===== src/rtl/fkd_pkg.sv =====
package fkd_pkg;

    // Phase codes of the key sequencer.
    localparam logic [3:0] PH_IDLE      = 4'd0;
    localparam logic [3:0] PH_MODE_SEEN = 4'd1;
    localparam logic [3:0] PH_MODE_HELD = 4'd2;
    localparam logic [3:0] PH_UP_SEEN   = 4'd3;
    localparam logic [3:0] PH_UP_HELD   = 4'd4;
    localparam logic [3:0] PH_UP_LONG   = 4'd5;
    localparam logic [3:0] PH_DN_SEEN   = 4'd6;
    localparam logic [3:0] PH_DN_HELD   = 4'd7;
    localparam logic [3:0] PH_DN_LONG   = 4'd8;
    localparam logic [3:0] PH_OK_SEEN   = 4'd9;
    localparam logic [3:0] PH_OK_HELD   = 4'd10;

    // Event codes on the result channel.
    localparam logic [2:0] EV_NONE    = 3'd0;
    localparam logic [2:0] EV_MODE    = 3'd1;
    localparam logic [2:0] EV_UP      = 3'd2;
    localparam logic [2:0] EV_UP_LONG = 3'd3;
    localparam logic [2:0] EV_DN      = 3'd4;
    localparam logic [2:0] EV_DN_LONG = 3'd5;
    localparam logic [2:0] EV_OK      = 3'd6;

    // Threshold value after reset.
    localparam logic [7:0] LONG_PRESS_RESET = 8'd20;

    // Key levels of one scan tick, active low.
    typedef struct packed {
        logic mode_key_low;
        logic up_key_low;
        logic down_key_low;
        logic ok_key_low;
    } t_keys;

    // Outcome of one sequencer step.
    typedef struct packed {
        logic [3:0] phase;
        logic [8:0] held;
        logic [2:0] key_event;
    } t_step;

endpackage


===== src/rtl/fkd_key_if.sv =====
interface fkd_key_if;
    logic valid;
    logic ready;
    logic mode_key_low;
    logic up_key_low;
    logic down_key_low;
    logic ok_key_low;

    modport source (output valid, output mode_key_low, output up_key_low,
                    output down_key_low, output ok_key_low, input ready);
    modport sink   (input valid, input mode_key_low, input up_key_low,
                    input down_key_low, input ok_key_low, output ready);
endinterface


===== src/rtl/fkd_event_if.sv =====
interface fkd_event_if;
    logic       valid;
    logic       ready;
    logic [2:0] key_event;

    modport source (output valid, output key_event, input ready);
    modport sink   (input valid, input key_event, output ready);
endinterface


===== src/rtl/fkd_step.sv =====
module fkd_step (
    input  logic [3:0]     i_phase,
    input  logic [8:0]     i_held,
    input  logic [7:0]     i_threshold,
    input  fkd_pkg::t_keys i_keys,
    output fkd_pkg::t_step o_step
);

    logic [8:0] held_inc;

    assign held_inc = i_held + 9'd1;

    // Priority select of the held key, then its confirm and long-press sequence.
    always_comb begin
        o_step.phase     = i_phase;
        o_step.held      = i_held;
        o_step.key_event = fkd_pkg::EV_NONE;
        if (!i_keys.mode_key_low) begin
            if (i_phase == fkd_pkg::PH_MODE_SEEN) begin
                o_step.phase     = fkd_pkg::PH_MODE_HELD;
                o_step.key_event = fkd_pkg::EV_MODE;
            end else if (i_phase != fkd_pkg::PH_MODE_HELD) begin
                o_step.phase = fkd_pkg::PH_MODE_SEEN;
            end
        end else if (!i_keys.up_key_low) begin
            if (i_phase == fkd_pkg::PH_UP_SEEN) begin
                o_step.phase     = fkd_pkg::PH_UP_HELD;
                o_step.held      = 9'd0;
                o_step.key_event = fkd_pkg::EV_UP;
            end else if (i_phase == fkd_pkg::PH_UP_HELD) begin
                o_step.held = held_inc;
                if (held_inc > {1'b0, i_threshold}) begin
                    o_step.phase     = fkd_pkg::PH_UP_LONG;
                    o_step.key_event = fkd_pkg::EV_UP_LONG;
                end
            end else if (i_phase == fkd_pkg::PH_UP_LONG) begin
                o_step.key_event = fkd_pkg::EV_UP_LONG;
            end else begin
                o_step.phase = fkd_pkg::PH_UP_SEEN;
            end
        end else if (!i_keys.down_key_low) begin
            if (i_phase == fkd_pkg::PH_DN_SEEN) begin
                o_step.phase     = fkd_pkg::PH_DN_HELD;
                o_step.held      = 9'd0;
                o_step.key_event = fkd_pkg::EV_DN;
            end else if (i_phase == fkd_pkg::PH_DN_HELD) begin
                o_step.held = held_inc;
                if (held_inc > {1'b0, i_threshold}) begin
                    o_step.phase     = fkd_pkg::PH_DN_LONG;
                    o_step.key_event = fkd_pkg::EV_DN_LONG;
                end
            end else if (i_phase == fkd_pkg::PH_DN_LONG) begin
                o_step.key_event = fkd_pkg::EV_DN_LONG;
            end else begin
                o_step.phase = fkd_pkg::PH_DN_SEEN;
            end
        end else if (!i_keys.ok_key_low) begin
            if (i_phase == fkd_pkg::PH_OK_SEEN) begin
                o_step.phase     = fkd_pkg::PH_OK_HELD;
                o_step.key_event = fkd_pkg::EV_OK;
            end else if (i_phase != fkd_pkg::PH_OK_HELD) begin
                o_step.phase = fkd_pkg::PH_OK_SEEN;
            end
        end else begin
            o_step.phase = fkd_pkg::PH_IDLE;
        end
    end

endmodule


===== src/rtl/four_key_debounce_long_press.sv =====
// Four-key debounce with long press.
// i_key carries one scan tick per beat: four active-low key levels (mode, up,
// down, ok). o_event returns exactly one beat per tick with key_event: none,
// a confirmed press, or a repeating long press of up or down.
// A key must be seen on two ticks in a row before its press is reported once.
// i_cfg_we with i_cfg_data writes the long-press threshold in held ticks;
// write it only while no tick is in flight.
// A tick is taken into the input register, stepped through the sequencer into
// the result register, and then presented on o_event.
// Throughput: one tick per cycle while o_event is not stalled, set by the single
// sequencer state update between the input register and the result register.
// A stalled o_event holds its beat; the input register still takes one more
// tick, then i_key.ready drops until the result register frees.
// Reset (synchronous, active low) empties both registers, returns the
// sequencer to idle with a zero held count and loads the threshold with 20.
module four_key_debounce_long_press (
    input  logic              i_clk,
    input  logic              i_rst_n,
    fkd_key_if.sink           i_key,
    fkd_event_if.source       o_event,
    input  logic              i_cfg_we,
    input  logic [7:0]        i_cfg_data
);

    logic                 r_in_valid;
    fkd_pkg::t_keys       r_keys;
    logic                 r_out_valid;
    logic [2:0]           r_event;
    logic [3:0]           r_phase;
    logic [8:0]           r_held;
    logic [7:0]           r_threshold;
    logic                 advance;
    logic                 step_en;
    fkd_pkg::t_keys       in_keys;
    fkd_pkg::t_step       n_step;

    // The input register moves on when the result register is empty or drained.
    assign advance     = !r_out_valid || o_event.ready;
    assign step_en     = r_in_valid && advance;
    assign i_key.ready = !r_in_valid || advance;

    assign in_keys.mode_key_low = i_key.mode_key_low;
    assign in_keys.up_key_low   = i_key.up_key_low;
    assign in_keys.down_key_low = i_key.down_key_low;
    assign in_keys.ok_key_low   = i_key.ok_key_low;

    // Threshold register.
    always_ff @(posedge i_clk) begin
        if (!i_rst_n) begin
            r_threshold <= fkd_pkg::LONG_PRESS_RESET;
        end else if (i_cfg_we) begin
            r_threshold <= i_cfg_data;
        end
    end

    // Input register.
    always_ff @(posedge i_clk) begin
        if (!i_rst_n) begin
            r_in_valid <= 1'b0;
        end else if (i_key.ready) begin
            r_in_valid <= i_key.valid;
        end
    end

    always_ff @(posedge i_clk) begin
        if (i_key.valid && i_key.ready) begin
            r_keys <= in_keys;
        end
    end

    fkd_step u_step (
        .i_phase     (r_phase),
        .i_held      (r_held),
        .i_threshold (r_threshold),
        .i_keys      (r_keys),
        .o_step      (n_step)
    );

    // Sequencer state advances once per stepped tick.
    always_ff @(posedge i_clk) begin
        if (!i_rst_n) begin
            r_phase <= fkd_pkg::PH_IDLE;
            r_held  <= 9'd0;
        end else if (step_en) begin
            r_phase <= n_step.phase;
            r_held  <= n_step.held;
        end
    end

    // Result register.
    always_ff @(posedge i_clk) begin
        if (!i_rst_n) begin
            r_out_valid <= 1'b0;
        end else if (advance) begin
            r_out_valid <= r_in_valid;
        end
    end

    always_ff @(posedge i_clk) begin
        if (step_en) begin
            r_event <= n_step.key_event;
        end
    end

    assign o_event.valid     = r_out_valid;
    assign o_event.key_event = r_event;

`ifndef SYNTHESIS
    // A held tick waiting for the result register is neither lost nor altered.
    a_in_hold: assert property (@(posedge i_clk) disable iff (!i_rst_n)
        r_in_valid && !advance |=> r_in_valid && $stable(r_keys))
        else $error("input tick lost while result stalled");

    // A confirmed up or down press restarts the held count.
    a_press_clears: assert property (@(posedge i_clk) disable iff (!i_rst_n)
        step_en && (n_step.key_event == fkd_pkg::EV_UP ||
                    n_step.key_event == fkd_pkg::EV_DN) |=> r_held == 9'd0)
        else $error("held count not cleared on press");

    // An up long press leaves the sequencer in the up long phase.
    a_long_phase: assert property (@(posedge i_clk) disable iff (!i_rst_n)
        step_en && n_step.key_event == fkd_pkg::EV_UP_LONG
        |=> r_phase == fkd_pkg::PH_UP_LONG)
        else $error("up long press without long phase");

    // A stepped tick always produces a result beat.
    a_step_result: assert property (@(posedge i_clk) disable iff (!i_rst_n)
        step_en |=> r_out_valid && r_event == $past(n_step.key_event))
        else $error("stepped tick gave no result beat");
`endif

endmodule

===== src/flat_wrapper.sv =====
// flat-port wrapper written by rule: the top's interface ports become plain ports
module four_key_debounce_long_press_flat 
  (i_clk, i_rst_n, i_cfg_we, i_cfg_data, i_key_valid, i_key_mode_key_low, i_key_up_key_low, i_key_down_key_low, i_key_ok_key_low, i_key_ready, o_event_valid, o_event_key_event, o_event_ready);
  fkd_key_if i_key_i ();
  fkd_event_if o_event_i ();
  input  logic i_clk;
  input  logic i_rst_n;
  input  logic i_cfg_we;
  input  logic [7:0] i_cfg_data;
  input wire logic [$bits(i_key_i.valid)-1:0] i_key_valid;
  input wire logic [$bits(i_key_i.mode_key_low)-1:0] i_key_mode_key_low;
  input wire logic [$bits(i_key_i.up_key_low)-1:0] i_key_up_key_low;
  input wire logic [$bits(i_key_i.down_key_low)-1:0] i_key_down_key_low;
  input wire logic [$bits(i_key_i.ok_key_low)-1:0] i_key_ok_key_low;
  output wire logic [$bits(i_key_i.ready)-1:0] i_key_ready;
  output wire logic [$bits(o_event_i.valid)-1:0] o_event_valid;
  output wire logic [$bits(o_event_i.key_event)-1:0] o_event_key_event;
  input wire logic [$bits(o_event_i.ready)-1:0] o_event_ready;
  assign i_key_i.valid = i_key_valid;
  assign i_key_i.mode_key_low = i_key_mode_key_low;
  assign i_key_i.up_key_low = i_key_up_key_low;
  assign i_key_i.down_key_low = i_key_down_key_low;
  assign i_key_i.ok_key_low = i_key_ok_key_low;
  assign i_key_ready = i_key_i.ready;
  assign o_event_valid = o_event_i.valid;
  assign o_event_key_event = o_event_i.key_event;
  assign o_event_i.ready = o_event_ready;
  four_key_debounce_long_press u_core (.i_clk(i_clk), .i_rst_n(i_rst_n), .i_key(i_key_i), .o_event(o_event_i), .i_cfg_we(i_cfg_we), .i_cfg_data(i_cfg_data));
endmodule

===== config.mk =====
export PLATFORM = sky130hd
export DESIGN_NAME = four_key_debounce_long_press_flat
export DESIGN_NICKNAME = d
export VERILOG_FILES = /design/src/rtl/fkd_pkg.sv /design/src/rtl/fkd_key_if.sv /design/src/rtl/fkd_event_if.sv /design/src/rtl/fkd_step.sv /design/src/rtl/four_key_debounce_long_press.sv /design/src/flat_wrapper.sv
export SDC_FILE = /design/constraint.sdc
export NUM_CORES = 1
export LEC_CHECK = 0
export ABC_AREA = 1
export BUFFER_PORTS_ARGS = -buffer_cell sky130_fd_sc_hd__buf_2
export CAP_MARGIN = 5
export CELL_PAD_IN_SITES_DETAIL_PLACEMENT = 0
export CELL_PAD_IN_SITES_GLOBAL_PLACEMENT = 2
export CORE_ASPECT_RATIO = 0.8
export CORE_MARGIN = 5
export CORE_UTILIZATION = 30
export CTS_CLUSTER_DIAMETER = 200
export DETAILED_ROUTE_END_ITERATION = 16
export GPL_ROUTABILITY_DRIVEN = 0
export PLACE_DENSITY_LB_ADDON = 0.1
export SLEW_MARGIN = 10
export SYNTH_ARGS = -nofsm -noshare
export SYNTH_HDL_FRONTEND = slang
export SYNTH_SLANG_ARGS = --single-unit

===== constraint.sdc =====
create_clock -name i_clk -period 3 [get_ports i_clk]
set_clock_uncertainty 0.05 [all_clocks]
set_input_delay 0.6 -clock i_clk [delete_from_list [all_inputs] [get_ports i_clk]]
set_output_delay 0.6 -clock i_clk [all_outputs]
set_load 0.03 [all_outputs]

# == Yosys cells after proc, flatten, opt, wreduce, memory -nomap -nowiden ==
# Index checks and enable logic that the tools add are counted.
# totals
out_inout_bits,5
elab_cells,69
n_memories,0
latch_bits,0
rom_bits,0
ramBits,0
ff_bits,30
in_bits,17
# op_classes
bitwise,0
magnitude_cmp,1
div_mod_pow,0
n_mux,30
eq_ne,17
shift,0
add_sub_neg,1
reduce_logical,10
n_mul,0
# op_table
op,count
$mux 4,13
$mux 16,3
$mux 9,3
$mux 3,7
$ne 6x6->1 const B,3
$eq 4x3->1 const B,4
$ne 5x5->1 const B,2
$add 9x1->9 const B,1
$gt 9x8->1,1
$eq 4x4->1 const B,2
$reduce_and 7->1,1
$mux 2,3
$reduce_bool 3->1,2
$reduce_and 5->1,1
$eq 4x1->1 const B,1
$eq 4x2->1 const B,1
$ne 4x2->1 const B,1
$ne 4x4->1 const B,1
$ne 3x3->1 const B,1
$logic_and 1x1->1,2
$logic_not 1->1,2
$logic_or 1x1->1,2
$ne 2x2->1 const B,1
$mux 1,1

# == Longest topological paths before layout ==
# Gate-level depths: netlist of run 1.
# logic_depth
ltp_word,8
mapped_depth,18
mapped_depth_nobuf,18

# == Modules after synthesis ==
# Synthesis of run 1 repeated with hierarchy kept, for this count alone.
# unflattened
cells_unflattened,314
area_unflattened_um2,2119.5
# by_module_without_submodules
mod,area_per_inst_um2,cells_each,seq_area_each_um2,instances
four_key_debounce_long_press,1206.2,139,670.6,1
fkd_step,913.4,175,0.0,1

# == Worst setup path before layout of run 1 ==
# No wires, ideal clock.
# synth_timing
path_type,register to register
from,reg u_core.r_held[0]
to,"reg u_core.r_event[0], in the netlist u_core.o_event.key_event[0], data pin"
arrival_time_ns,1.920
setup_time_ns,0.253
synth_period_minus_slack_ns,2.223
path_stages_with_launch,19
required_ns,2.697
n_path_buf,0
path_slack_ns,0.777
path_cell_list,dfxtp_1 ha_1 nand3_4 xnor2_1 ha_1 nand2_1 nor2_1 nand2_1 nand3_1 nand2_1 nand2_1 nand2_1 nand2_2 nand3_1 nand2_1 nand2_1 nand2_1 nand2_1 nand2_1
# synth_lines
element,line_no,rtl
from (decl),four_key_debounce_long_press.sv:30,logic [8:0] r_held;
from (signal assigned),four_key_debounce_long_press.sv:86,r_held <= n_step.held;
to (signal assigned),four_key_debounce_long_press.sv:101,r_event <= n_step.key_event;
to (decl),four_key_debounce_long_press.sv:28,logic [2:0] r_event;

==> key figures, run 1 <==
Die
  • Initial Utilization: 30.5%
  • Die area: 0.00759 mm^2
  • Core footprint: 0.00585 mm^2
  • Std-Cell Rows: 25
  • I/O pin cnt: 22
  • Die Span Y: 79.0 um
  • DIE WIDTH: 96.2 um

Finish
  • Seq. cell area: 671 um^2
  • Ant diodes: 0
  • Area of the multi-input gates: 965 um^2
  • Area Overhead vs Synth: 16.1%
  • Layout Nets: 290
  • Filler cells: 645
  • Final Cell Area: 0.00207 mm^2
  • Share of cells above drive strength 1: 22.3%

Clock network
  • Post-CTS setup buffer count: 0
  • Sink Count: 30
  • CTS tree: built
  • Num CTS Buffers: 5
  • Worst-path clk slew: 0.07 ns
  • Clock Latency Late Sink: 0.28 ns
  • Hold Buf Count CTS: 0
  • Post-CTS Resized: 0
  • Clock Path Buffers: 2
  • Clk root buf: clkbuf_8
  • Htree depth: 2

Power and ir drop
  • Switching Share: 26.5%
  • Clock power frac: 38.6%
  • Pleak: 0.917 nW
  • P per Cell Area: 426 mW/mm^2
  • Switch Pwr: 0.234 mW
  • Comb pwr share: 11.2%
  • Max VDD drop: 0.000168 V
  • Internal: 0.648 mW
  • Sequential Power Share: 50.2%

Logic synthesis
  • Syn avg cell area: 7.46 um^2
  • Syn nets: 265
  • Netlist cell types: 30
  • Top_reg_cell synth: dfxtp_1
  • Top cells by area, synth: dfxtp_1 26%, edfxtp_1 12%, nand2_1 11%
  • Yosys top cell by area: dfxtp_1
  • Post-Syn Area: 0.00178 mm^2
  • Synth warnings: 0
  • Seq/Total Area, Yosys: 37.6%
  • #FFs+latches synth: 30
  • Share of the synthesized area in the top cell type: 25.8%
  • EDFF count, synth: 7
  • Mapped Cells: 239
  • Count leader, synth: nand2_1
  • FFs w/ async S/R, synth: 0%
  • Synth cell count leaders: 53 x nand2_1, 29 x inv_1, 26 x a21oi_1

Routing
  • Pre-antenna DRT Iters: 4
  • WL final: 4140 um
  • Drt drc: 0
  • WL/cell: 12.0 um
  • Routed vias/inst: 4.48
  • DR iter-0 viols: 116
  • Number of nets with antenna violations after routing: 0
  • Vias: 1549

Critical path
  • Crit-path max FO: 5
  • Crit Path Class: reg -> reg
  • Reg2reg setup slack: 0.41 ns
  • Worst flop-to-flop path startpoint: u_core.r_held[0]
  • Crit. End Element: flop
  • Arrival @ worst endpoint: 2.56 ns
  • CP Launch Type: flop
  • FF-to-FF path depth: 18
  • Critical Path RT: 2.98 ns
  • Reg2reg end: u_core.o_event.key_event[0]

Min path
  • Hold Path Class: reg -> reg
  • Hold Path Depth: 2
  • Hold path start: u_core.r_threshold[3]
  • Min-Delay Endpoint: u_core.r_threshold[3]

Timing
  • Min Tclk post-route: 2.59 ns
  • Fin Setup TNS: 0 ns
  • Period utilisation layout: 86.2%
  • Max-slew headroom: 55.7%
  • Endpoints failing setup: 0
  • Worst-Margin Slew: 0.663 ns
  • Max-slew violations: 0
  • FMAX: 387 MHz
  • Final hold viol count: 0
  • RSZ-0062 raised after global routing: no

GRT
  • First-pass GRT wire length: 7150 um
  • GRT overflow: 0
  • Vias in the first global route: 1507
  • All-Layer GR Usage: 12.3%
  • Initial antenna violation count: 0
  • Pin count of the biggest net entering global routing: 17

Placement
  • I/O Buffers: 21
  • DPL Wire Length: 3210 um
  • DP Area: 0.00198 mm^2

Run status
  • Status: completed

Flow run
  • Max Cap Viol: 0
-- power groups by stage --
stage	logic, mW	registers [mW]	clock network (mW)
after floorplan	0.0640	0.453	0
after global placement	0.102	0.453	0
after detailed placement	0.0989	0.452	0
after CTS	0.0994	0.443	0.359
after global routing	0.114	0.445	0.380
final	0.0988	0.443	0.341
-- critical path, stage by stage, from the launching register on --
cell,delay (ns)
dfxtp_1,0.42
ha_1,0.26
nand3_4,0.12
xnor2_1,0.29
ha_1,0.30
nand2_1,0.10
nor2_1,0.08
nand2_1,0.06
nand3_1,0.08
nand2_1,0.07
nand2_1,0.04
nand2_1,0.07
nand2_2,0.07
nand3_1,0.07
nand2_1,0.07
nand2_1,0.06
nand2_1,0.05
nand2_1,0.05
nand2_1,0.06
-- cells by family (layout without fill, tap and decap cells) --
family / count (synthesis) / count (layout) / synth area share [%]
and+or+nand+nor: 109 / 109 / 30.2
adders and majority gates: 9 / 9 / 6.32
buffers and inverters: 39 / 65 / 8.28
AOI/OAI and AO/OA: 46 / 46 / 14.6
xor gates and xnor gates: 6 / 6 / 2.95
DFF: 30 / 30 / 37.6
-- area by class of cell --
type / instances / area share, %
clock inverter: 2 / 0.544
timing repair buffer: 21 / 5.08
inverter: 36 / 6.53
multi-input combinational: 170 / 46.6
clock buffer: 6 / 3.99
sequential: 30 / 32.4
tap: 81 / 4.89
-- flip-flops by register name, summed over array words and instances, names as in the netlist --
name and cells:
u_core.r_held 9, u_core.r_threshold 8, u_core.r_keys 4, u_core.r_phase 4, u_core.o_event.key_event 3, u_core.o_event.valid 1
u_core.r_in_valid 1
-- layout by cell type (no fill, tap or decap) --
master / count
xnor2_1: 2
nand2_2: 6
inv_1: 29
nand3_1: 13
nor3_4: 1
nor2_4: 2
a21oi_2: 3
ha_1: 9
o21ai_2: 1
clkbuf_8: 6
nand4_1: 4
nand4_2: 1
nand3_2: 1
nor3_2: 1
nand3_4: 1
xor2_1: 4
dfxtp_1: 23
nand2_4: 2
inv_2: 7
nor2_2: 2
nor2_1: 17
a211oi_2: 2
inv_4: 1
nand2_1: 53
o21ai_1: 2
nor3_1: 5
clkinv_2: 1
a21oi_1: 26
buf_2: 21
o21ai_0: 12
edfxtp_1: 7
-- per-layer routing --
layer | up-vias | global-route usage [%] | part of all wire [%]
li1 | 842 | - | -
met4 | 0 | 3.84 | 1.0
met3 | 5 | 3.31 | 5.6
met5 | - | 0 | 0
met1 | 658 | 18.7 | 55
met2 | 44 | 16.5 | 38
-- through the flow --
| step | util (%) | power (mW) | instances | setup slack [ns] | hold WS (ns) |
|---|---|---|---|---|---|
| 2_1_floorplan | - | 0.517 | 239 | 0.777 | 0.383 |
| 3_3_place_gp | 33.8 | 0.554 | 338 | 0.438 | 0.408 |
| 3_5_place_dp | 33.8 | 0.551 | 338 | 0.430 | 0.415 |
| 4_1_cts | 35.4 | 0.901 | 346 | 0.409 | 0.425 |
| 5_1_grt | 35.4 | 0.940 | 346 | 0.150 | 0.420 |
| 6_report | 35.4 | 0.882 | 346 | 0.413 | 0.421 |
-- worst max path at each step --
stage / startpoint / endpoint / slack [ns] / cells past startpoint
finish: u_core.r_held[0] / u_core.o_event.key_event[0] / 0.41 / 18
global route: u_core.r_held[0] / u_core.o_event.key_event[0] / 0.15 / 18
CTS: u_core.r_held[0] / u_core.o_event.key_event[0] / 0.41 / 18
detailed placement: u_core.r_held[0] / u_core.o_event.key_event[0] / 0.43 / 18
global placement: u_core.r_held[0] / u_core.r_phase[1] / 0.44 / 17
floorplan: u_core.r_held[0] / u_core.o_event.key_event[0] / 0.78 / 18
(Power assumes the default switching activity.)
==> inputs of run 2 (changes only) <==
PLACE_DENSITY = 0.75   (was unset)
PLACE_DENSITY_LB_ADDON = unset   (was 0.1)
SLEW_MARGIN = unset   (was 10)
==> key figures, run 2 (synthesis results as in run 1) <==
Die
  • Core footprint: 0.00585 mm^2 (unchanged)
  • I/O pin cnt: 22 (unchanged)
  • Die area: 0.00759 mm^2 (unchanged)
  • Die Span Y: 79.0 um (unchanged)
  • DIE WIDTH: 96.2 um (unchanged)
  • Std-Cell Rows: 25 (unchanged)
  • Initial Utilization: 30.5% (unchanged)

Finish
  • Biggest register: u_core.r_held (unchanged)
  • Commonest non-fill, non-tap cell in the layout: nand2_1 (unchanged)
  • Ant diodes: 0 (unchanged)
  • Share of cells above drive strength 1: 22.3% (unchanged)
  • Non-Filler Instances: 346 (unchanged)
  • Top Registers: u_core.r_held (9), u_core.r_threshold (8) (unchanged)
  • Number of flip-flops under the largest register name: 9 (unchanged)
  • Final Cell Area: 0.00209 mm^2 (was 0.00207 mm^2)
  • Layout Nets: 290 (unchanged)
  • Most frequent cells in the layout: 53 x nand2_1, 29 x inv_1, 26 x a21oi_1 (unchanged)
  • Filler cells: 647 (was 645)
  • Area Overhead vs Synth: 17.1% (was 16.1%)

Routing
  • Routed vias/inst: 4.49 (was 4.48)
  • WL final: 4150 um (was 4140 um)
  • DR iter-0 viols: 85 (was 116)
  • WL/cell: 12.0 um (about the same)
  • Number of nets with antenna violations after routing: 0 (unchanged)
  • Vias: 1552 (was 1549)
  • Drt drc: 0 (unchanged)
  • Pre-antenna DRT Iters: 4 (unchanged)

GRT
  • First-pass GRT wire length: 6910 um (was 7150 um)
  • GRT overflow: 0 (unchanged)
  • All-Layer GR Usage: 11.9% (was 12.3%)
  • Initial antenna violation count: 0 (unchanged)
  • Vias in the first global route: 1431 (was 1507)
  • Pin count of the biggest net entering global routing: 17 (unchanged)

Timing
  • Worst-Margin Slew: 0.600 ns (was 0.663 ns)
  • Max-slew violations: 0 (unchanged)
  • RSZ-0062 raised after global routing: no (unchanged)
  • Min Tclk post-route: 2.58 ns (was 2.59 ns)
  • Endpoints failing setup: 0 (unchanged)
  • Final hold viol count: 0 (unchanged)
  • Fin Setup TNS: 0 ns (unchanged)
  • FMAX: 388 MHz (was 387 MHz)
  • Max-slew headroom: 60.0% (was 55.7%)
  • Period utilisation layout: 86.0% (was 86.2%)

Critical path
  • Arrival @ worst endpoint: 2.56 ns (about the same)
  • Crit Path Class: reg -> reg (unchanged)
  • Worst flop-to-flop path startpoint: u_core.r_held[0] (unchanged)
  • FF-to-FF path depth: 16 (was 18)
  • Reg2reg end: u_core.o_event.key_event[1] (was u_core.o_event.key_event[0])
  • CP Launch Type: flop (unchanged)
  • Critical Path RT: 2.98 ns (about the same)
  • Reg2reg setup slack: 0.42 ns (was 0.41 ns)
  • Crit-path max FO: 5 (unchanged)
  • Crit. End Element: flop (unchanged)

Placement
  • DP Area: 0.00198 mm^2 (unchanged)
  • DPL Wire Length: 3250 um (was 3210 um)
  • I/O Buffers: 21 (unchanged)
  • Placed instance count: 338 (unchanged)

Clock network
  • Htree depth: 2 (unchanged)
  • Post-CTS setup buffer count: 0 (unchanged)
  • Sink Count: 30 (unchanged)
  • Num CTS Buffers: 5 (unchanged)
  • Post-CTS Resized: 0 (unchanged)
  • Clock Path Buffers: 2 (unchanged)
  • Clk root buf: clkbuf_8 (unchanged)
  • Clock Latency Late Sink: 0.28 ns (about the same)
  • CTS tree: built (unchanged)
  • Worst-path clk slew: 0.07 ns (about the same)
  • Hold Buf Count CTS: 0 (unchanged)

Min path
  • Hold Path Class: reg -> reg (unchanged)
  • Hold Path Depth: 2 (unchanged)
  • Min-Delay Endpoint: u_core.r_threshold[3] (unchanged)
  • Hold path start: u_core.r_threshold[3] (unchanged)

Run status
  • Status: completed (unchanged)

Power and ir drop
  • P per Cell Area: 445 mW/mm^2 (was 426 mW/mm^2)
  • Tot Pwr: 0.928 mW (was 0.882 mW)
  • Pleak: 0.923 nW (was 0.917 nW)
  • Max VDD drop: 0.000140 V (was 0.000168 V)

Flow run
  • Max Cap Viol: 0 (unchanged)
## run 2: worst max-delay path by stage
stage,startpoint,to,slack (ns),depth (start not counted)
after floorplan,u_core.r_held[0],u_core.o_event.key_event[0],0.78,18
after global placement,u_core.r_held[0],u_core.o_event.key_event[0],0.47,18
after detailed placement,u_core.r_held[0],u_core.o_event.key_event[1],0.42,16
after CTS,u_core.r_held[0],u_core.o_event.key_event[1],0.40,16
after global routing,u_core.r_held[0],u_core.o_event.key_event[1],0.18,16
final,u_core.r_held[0],u_core.o_event.key_event[1],0.42,16
## run 2: metrics by stage
stage | setup slack [ns] | hold slack [ns] | utilization [%]
after floorplan | 0.777 | 0.383 | -
after global placement | 0.470 | 0.405 | 33.8
after detailed placement | 0.421 | 0.413 | 33.8
after CTS | 0.402 | 0.422 | 35.7
after global routing | 0.180 | 0.425 | 35.7
final | 0.421 | 0.415 | 35.7
## run 2: worst max-delay path: stages, from the launching register on
cell,delay (ns)
dfxtp_1,0.41
ha_1,0.26
nand3_4,0.12
xnor2_1,0.30
ha_1,0.30
nand2_1,0.09
nor2_1,0.07
nand2_1,0.05
nand3_1,0.08
nand2_1,0.07
nand2_1,0.04
nand2_1,0.06
nand2_2,0.07
nand3_1,0.07
nand2_1,0.06
o21ai_0,0.16
inv_1,0.06
## run 2: per-layer routing
layer	routed length (um)	GRT usage, %	share of wire (%)
met3	185	3.22	4.5
met2	1550	14.6	37
met5	0	0	0
met1	2340	18.7	56
met4	72	5.11	1.7
## run 2: layout make-up
| type | instances | area (um^2) | area share, % |
|---|---|---|---|
| multi-input combinational | 170 | 965 | 46.2 |
| sequential | 30 | 671 | 32.1 |
| inverter | 36 | 135 | 6.47 |
| clock buffer | 8 | 110 | 5.28 |
| timing repair buffer | 21 | 105 | 5.04 |
| tap | 81 | 101 | 4.86 |
## run 2: power by group
group	internal [mW]	switching (mW)	total (mW)
Sequential	0.431	0.0117	0.443
Combinational	0.0328	0.0659	0.0987
Clock	0.232	0.155	0.386
Total	0.695	0.232	0.928
